`config.mk`:
```
export PLATFORM = sky130hd
export DESIGN_NAME = tlfe_square_cell
export DESIGN_NICKNAME = d
export VERILOG_FILES = /design/src/rtl/core/tlfe_square_cell.sv
export SDC_FILE = /design/constraint.sdc
export NUM_CORES = 2
export LEC_CHECK = 0
export BUFFER_PORTS_ARGS = -buffer_cell sky130_fd_sc_hd__buf_2
export CORE_MARGIN = 2
export CORE_UTILIZATION = 32
export DETAILED_ROUTE_END_ITERATION = 8
export SYNTH_ARGS = -nofsm -noshare
export SYNTH_HDL_FRONTEND = slang
export SYNTH_SLANG_ARGS = --single-unit
export TNS_END_PERCENT = 50
```
`constraint.sdc`:
```
create_clock -name i_clk -period 12 [get_ports i_clk]
set_input_delay 1.2 -clock i_clk [delete_from_list [all_inputs] [get_ports i_clk]]
set_output_delay 1.2 -clock i_clk [all_outputs]
set_load 0.1 [all_outputs]
```
`src/rtl/core/tlfe_square_cell.sv`:
```
// ----------------------------------------------------------------------------
// tlfe_square_cell: one truncating Q30 squaring stage
// Raises the exponential of a small argument back toward the full argument.
// ----------------------------------------------------------------------------
module tlfe_square_cell (
    input  logic        i_clk,
    input  logic        i_en,
    input  logic [30:0] i_t,
    output logic [30:0] o_t
);

    logic [61:0] w_sq;
    logic [30:0] r_t;

    assign w_sq = i_t * i_t;

    always_ff @(posedge i_clk) begin
        if (i_en) begin
            r_t <= w_sq[60:30];
        end
    end

    assign o_t = r_t;

endmodule

```
==> run summary <==
family with the most delay on the worst path: adder cells
GPL Wtd Cong: 0.889
largest area contributor in the netlist: fa_1
Synth Cell Area: 27500 um^2
port bufs: 63
initial antenna violation count: 4
Top FF cell, synth: edfxtp_1
Yosys warnings: 0
Mapped Cells: 2865
Synth cell types: 60
via count: 18.3k
CP max stage delay: 0.66 ns
met2 usage: 29.0%
synth cell count leaders: 919 x inv_1, 747 x fa_1, 266 x nand2_1
met3 Use GR: 2.36%
synthesized area per cell: 9.59 um^2
clock buffer count from CTS: 5
Slew HR: 39.4%
HP Start: i_en
grt peak-use layer: met2
hold endpoint: o_t[26]
Clock Tree Root: clkbuf_16
Die Footprint: 88200 um^2
drt total wl: 70500 um
Clock Tree Buf Depth: 2
fin crit period: 9.27 ns
RSZ-0062 raised after global routing: no
Die Y: 297 um
core area: 85100 um^2
number of global-route vias before repair: 20.8k
drt drc: 0
Seq/Total Area, Yosys: 3.39%
CTS tree: yes
H-tree levels: 2
Hold Crit Class: in2reg
NumNets Final: 3909
# Max-Cap Violations: 0
crit path launch type: primary input
layout cell share with drive strength beyond 1: 4.01%
actual slew at the worst max-slew pin: 0.908 ns
DR pass1 iterations: 5
Reg clk slew, reported paths: 0.06 ns
dpl hpwl: 59200 um
Final Cycle Share: 77.2%
num rows: 107
GRT overflow: 0
# fillers: 8908
crit path capture type: flip-flop
Slew Viols, Final: 0
synthesized net count: 3910
WL/cell: 17.6 um
final hold violations: 0
ys async rst share: 0%
CTS Hold Buffers Added: 0
setup_tns: 0 ns
flops & latches, synth: 31
number of vias per cell: 4.56
largest net degree at the start of global routing: 35
Peak Freq: 0.108 GHz
number of setup buffers added after CTS: 0
I/O pin count: 64
Hold Path Stages: 1
area grow syn2layout: 6.29%
first-pass GRT wire length: 115000 um
Slowest cell on crit path: a2bb2oi_1
GRT Overall Usage: 16.7%
Area contributors post-synth: fa_1 54%, inv_1 13%, ha_1 12%
crit-path max FO: 11
CP most frequent cell: fa_1
chip width: 297 um
met1 usage in global routing: 22.3%
number of synthesized flops with an enable pin: 31
share of the synthesized area in the top cell type: 54.4%
setup violators final: 0
number of flip-flops in the largest register: 31
Starting Density: 32.3%
CTS sink cnt: 31
post_cts resized: 0
worst path required time: 12.04 ns
number of DRC markers in iteration 0: 811
CP bufs+invs: 6
CP Data Arrival Time: 9.31 ns
Antenna Nets Post-Route: 0
Setup CP Type: in2reg
CP startpoint: i_t[8]
status: finished clean
count leader, synth: inv_1
## how the worst max path moves through the flow
| stage | endpoint | slack (ns) | cells after the start |
|---|---|---|---|
| global route | o_t[14] | 2.39 | 25 |
| detailed placement | o_t[14] | 2.50 | 25 |
| global placement | o_t[14] | 2.43 | 25 |
| CTS | o_t[14] | 2.77 | 25 |
| floorplan | o_t[20] | 3.83 | 26 |
| finish | o_t[14] | 2.73 | 25 |
## metal layers
| layer | wire, um | vias up |
|---|---|---|
| met5 | 0 | - |
| met1 | 30000 | 9537 |
| met3 | 3720 | 100 |
| met2 | 35200 | 459 |
| li1 | - | 8204 |
| met4 | 1550 | 0 |
## cell usage in the layout (no fill, tap or decap), types with 13 or more instances in the layout
cell type  count
o21ai_0       21
a21o_1        38
xor2_1        24
nand2_1      266
a21oi_1       43
and2_1       190
nand3_1       17
edfxtp_1      31
inv_1        919
xnor2_1       31
nor2b_1       13
ha_1         265
buf_2         63
nand4_1       15
buf_4         27
nor2_1        55
fa_1         747
## cell families after synthesis
| kind of cell | Yosys count | share of synthesized area [%] |
|---|---|---|
| AO/OA/AOI/OAI | 159 | 3.98 |
| AND/OR/NAND/NOR | 585 | 10.3 |
| flip-flops | 31 | 3.39 |
| adder cells (fa/ha/maj) | 1012 | 66.5 |
| XOR/XNOR | 55 | 1.75 |
| multiplexers | 4 | 0.150 |
| buffers and inverters | 1019 | 13.9 |
## final cells by class
class | instances | area, um^2 | share of cell area [%]
Inverter | 921 | 3460 | 11.8
Multi-Input combinational cell | 1815 | 22700 | 77.8
Antenna cell | 1 | 2.50 | 0.00857
Timing Repair Buffer | 90 | 518 | 1.77
Tap cell | 1144 | 1430 | 4.90
Sequential cell | 31 | 931 | 3.19
Clock inverter | 3 | 23.8 | 0.0814
Clock buffer | 5 | 125 | 0.428
## stage by stage
step / cells / hold slack [ns] / worst slack (ns) / area [um^2] / utilization, %
finish: 4010 / 1.57 / 2.73 / 29200 / 34.3
global route: 4009 / 1.63 / 2.39 / 29200 / 34.3
CTS: 4009 / 1.61 / 2.77 / 29200 / 34.3
detailed placement: 4001 / 1.82 / 2.50 / 29100 / 34.1
global placement: 4001 / 1.82 / 2.43 / 29100 / 34.1
floorplan: 2865 / 1.31 / 3.83 / 27500 / -
Power is not shown: default switching activity piles up to over one toggle a cycle in this logic, so the estimate is an artifact.
