[src/rtl/core/tlfe_pkg.sv]
// ----------------------------------------------------------------------------
// tlfe_pkg: shared constants and types of the lattice field evaluator
// Fixed-point constants, divide-by-constant reciprocals, register codes and
// the pipeline stage map used by the cells and the top level.
// ----------------------------------------------------------------------------
package tlfe_pkg;

    localparam int VALUE_WIDTH   = 32;
    localparam int FRACTION_BITS = 16;
    localparam int Q30_TO_QF     = 30 - FRACTION_BITS;

    localparam logic [30:0] Q30_ONE        = 31'h4000_0000;
    localparam logic [30:0] HALF_PI_Q30    = 31'd1686629713;
    localparam logic [29:0] INV_TWO_PI_Q32 = 30'd683565276;
    localparam logic [29:0] LN2_Q30        = 30'd744261118;

    localparam int SINE_TERMS    = 5;
    localparam int EXP_TERMS     = 10;
    localparam int EXP_SQUARINGS = 6;
    localparam int LOG_BITS      = 30;

    // floor(q / D) = (q * M) >> S, exact for any 32-bit q
    localparam logic [32:0] SINE_DIV_MAGIC [SINE_TERMS] = '{
        33'd4997780127, 33'd7635497416, 33'd6544712071, 33'd6871947674, 33'd5726623062
    };
    localparam logic [5:0] SINE_DIV_SHIFT [SINE_TERMS] = '{
        6'd39, 6'd39, 6'd38, 6'd37, 6'd35
    };
    // divisors 10 down to 1
    localparam logic [32:0] EXP_DIV_MAGIC [EXP_TERMS] = '{
        33'd6871947674, 33'd7635497416, 33'd4294967296, 33'd4908534053, 33'd5726623062,
        33'd6871947674, 33'd4294967296, 33'd5726623062, 33'd4294967296, 33'd4294967296
    };
    localparam logic [5:0] EXP_DIV_SHIFT [EXP_TERMS] = '{
        6'd36, 6'd36, 6'd35, 6'd35, 6'd35, 6'd35, 6'd34, 6'd34, 6'd33, 6'd32
    };

    localparam logic signed [34:0] EXTERIOR_PHI = 35'sd1000 <<< FRACTION_BITS;
    localparam logic [48:0]        U_LIMIT      = 49'd32 << FRACTION_BITS;
    localparam logic signed [34:0] PHI_MAX      = 35'sd2147483647;
    localparam logic signed [34:0] PHI_MIN      = -35'sd2147483648;

    // pipeline stage map (index of the register stage)
    localparam int SINE_LAT      = 3 + 2 * SINE_TERMS + 1;
    localparam int ST_THETA      = 0;
    localparam int ST_PROD       = 1;
    localparam int ST_PHASE      = 2;
    localparam int ST_SINE_OUT   = ST_PHASE + SINE_LAT;
    localparam int ST_MUL1       = ST_SINE_OUT + 1;
    localparam int ST_MUL2       = ST_MUL1 + 1;
    localparam int ST_FABS       = ST_MUL2 + 1;
    localparam int ST_WALL       = ST_FABS + 1;
    localparam int ST_URAW       = ST_WALL + 1;
    localparam int ST_U          = ST_URAW + 1;
    localparam int ST_EXP_OUT    = ST_U + 2 * EXP_TERMS;
    localparam int ST_SQ_OUT     = ST_EXP_OUT + EXP_SQUARINGS;
    localparam int ST_Z          = ST_SQ_OUT + 1;
    localparam int ST_LOG_OUT    = ST_Z + LOG_BITS;
    localparam int ST_LN         = ST_LOG_OUT + 1;
    localparam int ST_CORR       = ST_LN + 1;
    localparam int ST_PHI        = ST_CORR + 1;
    localparam int NUM_STAGES    = ST_PHI + 1;

    typedef enum logic [2:0] {
        REG_SURFACE_KIND = 3'd0,
        REG_SPATIAL_FREQ = 3'd1,
        REG_HALF_WALL    = 3'd2,
        REG_SMOOTH_WIDTH = 3'd3,
        REG_SMOOTH_RECIP = 3'd4
    } t_reg_idx;

    typedef enum logic [1:0] {
        SURF_P      = 2'd0,
        SURF_D      = 2'd1,
        SURF_GYROID = 2'd2
    } t_surface;

    typedef struct packed {
        logic [31:0] z;
        logic [29:0] lg;
    } t_log_state;

endpackage

[src/rtl/core/tlfe_log_cell.sv]
// ----------------------------------------------------------------------------
// tlfe_log_cell: one bit of a base-2 logarithm by repeated squaring
// Square z; when it reaches two, halve it and set this cell's result bit.
// ----------------------------------------------------------------------------
module tlfe_log_cell (
    input  logic                 i_clk,
    input  logic                 i_en,
    input  tlfe_pkg::t_log_state i_state,
    input  logic [4:0]           i_bit,
    output tlfe_pkg::t_log_state o_state
);

    logic [63:0]          w_sq;
    logic [32:0]          w_s;
    tlfe_pkg::t_log_state n_state;
    tlfe_pkg::t_log_state r_state;

    assign w_sq = i_state.z * i_state.z;
    assign w_s  = w_sq[62:30];

    always_comb begin
        n_state = i_state;
        if (w_s[32] | w_s[31]) begin
            n_state.z  = w_s[32:1];
            n_state.lg = i_state.lg | (30'd1 << i_bit);
        end else begin
            n_state.z  = w_s[31:0];
        end
    end

    always_ff @(posedge i_clk) begin
        if (i_en) begin
            r_state <= n_state;
        end
    end

    assign o_state = r_state;

endmodule

[config.mk]
export PLATFORM = sky130hd
export DESIGN_NAME = tlfe_log_cell
export DESIGN_NICKNAME = d
export VERILOG_FILES = /design/src/rtl/core/tlfe_pkg.sv /design/src/rtl/core/tlfe_log_cell.sv
export SDC_FILE = /design/constraint.sdc
export NUM_CORES = 2
export LEC_CHECK = 0
export BUFFER_PORTS_ARGS = -buffer_cell sky130_fd_sc_hd__buf_2
export CAP_MARGIN = 20
export CORE_MARGIN = 5
export CORE_UTILIZATION = 71
export CTS_CLUSTER_DIAMETER = 60
export DETAILED_ROUTE_END_ITERATION = 10
export PLACE_DENSITY = 0.9
export SLEW_MARGIN = 10
export SYNTH_ARGS = -nofsm -noshare
export SYNTH_HDL_FRONTEND = slang
export SYNTH_SLANG_ARGS = --single-unit
[constraint.sdc]
create_clock -name i_clk -period 19.8 [get_ports i_clk]
set_input_delay 1.98 -clock i_clk [delete_from_list [all_inputs] [get_ports i_clk]]
set_output_delay 1.98 -clock i_clk [all_outputs]
set_load 0.01 [all_outputs]
==> summary.md <==
| Metric | Value |
|---|---|
| Critical path endpoint category | `flop` |
| Fin. max-slew vios | `0` |
| Hold_sp | `i_state[5]` |
| Cell variety after synth | `67` |
| Synthesis Warnings | `0` |
| Slew HR | `35.2%` |
| Top cell type's share of synthesized area | `about half` |
| FMAX | `between 80 and 90 MHz` |
| DRC | `0` |
| EDFF count, synth | `62` |
| CP startpoint kind | `input port` |
| Largest net degree at the start of global routing | `between 60 and 70` |
| Total clock sinks | `62` |
| FFs w/ async S/R, synth | `0%` |
| Starting density of the core | `slightly above 70%` |
| GRT Overall Usage | `between 30% and 40%` |
| Ports | `131` |
| Root buffer cell | `clkbuf_16` |
| Number of flip-flops in the largest register | `62` |
| Final Hold Viols | `0` |
| Gpl congestion | `around 1` |
| CTS resizes | `0` |
| Hold Path Stages | `2` |
| Mapped Area | `~0.031 mm^2` |
| Synthesis-stage register bit count | `62` |
| TritonCTS clock tree | `yes` |
| Total CTS buffers | `9` |
| Placement Rows | `77` |
| Finished Cell Area | `around 0.033 mm^2` |
| Vias in the first global route | `~27000` |
| Mean Syn Cell Area | `a little under 10 um^2` |
| # Max-Cap Violations | `0` |
| Crit share post-route | `a little under three fifths` |
| Register area share after synthesis | `just under 6%` |
| Post-route ant nets | `0` |
| Initial antenna violation count | `2` |
| CP Data Arrival Time | `roughly 11 ns` |
| Drt total wl | `between 80000 and 90000 um` |
| Proportion of layout cells with a drive suffix above 1 | `under 10%` |
| Synth-to-layout area growth | `3.97%` |
| Tmin final | `~11 ns` |
| Port buffer count | `130` |
| Most frequent cells in the layout | `inv_1 (987), fa_1 (803), nand2_1 (305)` |
| Clk slew on worst S/H paths | `~0.050 ns` |
| H-Tree Level Count | `3` |
| Number of setup buffers added after CTS | `0` |
| Crit path kind | `in2reg` |
| DIE AREA | `just under 0.05 mm^2` |
| Total global routing overflow | `0` |
| Worst hold endpoint | `o_state[5]` |
| Worst path max stage delay | `0.70 ns` |
| Hold_buf cts | `0` |
| Die Y | `around 220 um` |
| Starting DRC count in detailed routing | `around 1900` |
| Longest Clk Path Bufs | `2` |
| Setup TNS Final | `0 ns` |
| RSZ-0062 raised after global routing | `false` |
| Vias post-DR | `between 20000 and 25000` |
| Nets | `approximately 4400` |
| Worst path slowest cell | `a211oi_1` |
| Outcome | `complete, no violations` |
| Crit Path Max Fanout | `40` |
| WL/cell | `~22 um` |
| Worst Path Required | `between 15 and 20 ns` |
| Post-synthesis net count | `between 4000 and 5000` |
| Slew @ Worst Pin | `~0.97 ns` |
| Worst path most repeated cell | `fa_1` |
| Commonest non-fill, non-tap cell in the layout | `inv_1` |
| Layout fillers | `approximately 2900` |
| Horiz. Die Dim | `roughly 220 um` |
| Mapped Cells | `3254` |
| Pre-Repair DR Iteration Count | `6` |
| Via density per instance | `between 5 and 6` |
| Placed cell areas | `~0.032 mm^2` |
| Final Setup Violations | `0` |
| Global-route wire length before repair | `roughly 140000 um` |
| Synth Flop Type | `edfxtp_1` |
| Worst Hold Class | `in2reg` |
| Critical Path Source | `i_state[39]` |
| Post-DP HPWL | `67800 um` |
| Largest area contributor in the netlist | `fa_1` |
| Largest cells by area after synthesis | `fa_1 (51%), inv_1 (12%), ha_1 (11%), edfxtp_1 (5.9%), and2_1 (4.3%)` |
| Core ar. | `0.0439 mm^2` |
==> cell families after synthesis <==
group	Yosys count	synth area share, %
flip-flops	62	5.93
multiplexers	31	1.08
XOR/XNOR	56	1.56
adder cells (fa/ha/maj)	1077	62.2
AND/OR/NAND/NOR	683	10.7
buffers and inverters	1104	13.4
AO/OA/AOI/OAI	241	5.18
==> through the flow <==
| step | hold WS, ns | cells | worst slack, ns | util [%] |
|---|---|---|---|---|
| after floorplan | 2.09 | 3254 | 10.47 | - |
| after CTS | 1.89 | 3883 | 8.93 | 74.3 |
| after detailed placement | 2.23 | 3867 | 8.61 | 73.6 |
| final | 1.90 | 3884 | 8.51 | 74.3 |
| after global placement | 2.23 | 3867 | 8.86 | 73.6 |
| after global routing | 1.90 | 3884 | 8.39 | 74.3 |
==> cell type report <==
cell class              instances  area [um^2]  area share (%)
diodes                          1         2.50         0.00767
clock buffers                   9          225           0.690
clock inverters                 7         65.1           0.199
inverters                     989         3710            11.4
multi-input cells            2088        25300            77.6
flip-flops and latches         62         1860            5.71
well taps                     592          741            2.27
repair buffers                136          696            2.13
==> synth_stat cells, drive strengths merged, types with 9 or more instances <==
cell type  instances
inv              987
fa               803
nand2            305
ha               274
and2             217
clkbuf           101
nor2              64
a21oi             62
edfxtp            62
a21o              57
o21ai             37
xnor2             30
xor2              26
mux2              24
nand4             20
o21bai            19
buf               14
nand3             13
nor2b             12
a31oi             10
and3               9
==> routing by layer <==
metal | routed length [um] | global-route usage (%) | up-vias
met5 | 0 | 0 | -
met2 | 42500 | 63.5 | 1502
met4 | 7810 | 26.3 | 0
met3 | 7830 | 7.37 | 591
li1 | - | - | 9572
met1 | 26100 | 40.0 | 11500
==> worst max-delay path by stage <==
stage	end	slack [ns]	cells after the start
6_report	o_state[28]	8.51	25
5_1_grt	o_state[28]	8.39	25
4_1_cts	o_state[28]	8.93	25
3_5_place_dp	o_state[28]	8.61	25
3_3_place_gp	o_state[54]	8.86	24
2_1_floorplan	o_state[28]	10.47	28
==> worst max-delay path, delay by kind of cell <==
family                     cells  cell delay [ns]
adders and majority gates      9             4.40
AOI/OAI and AO/OA              8             2.07
buffers and inverters          5             1.81
and+or+nand+nor                3             1.19
Power is not shown: default switching activity piles up to over one toggle a cycle in this logic, so the estimate is an artifact.
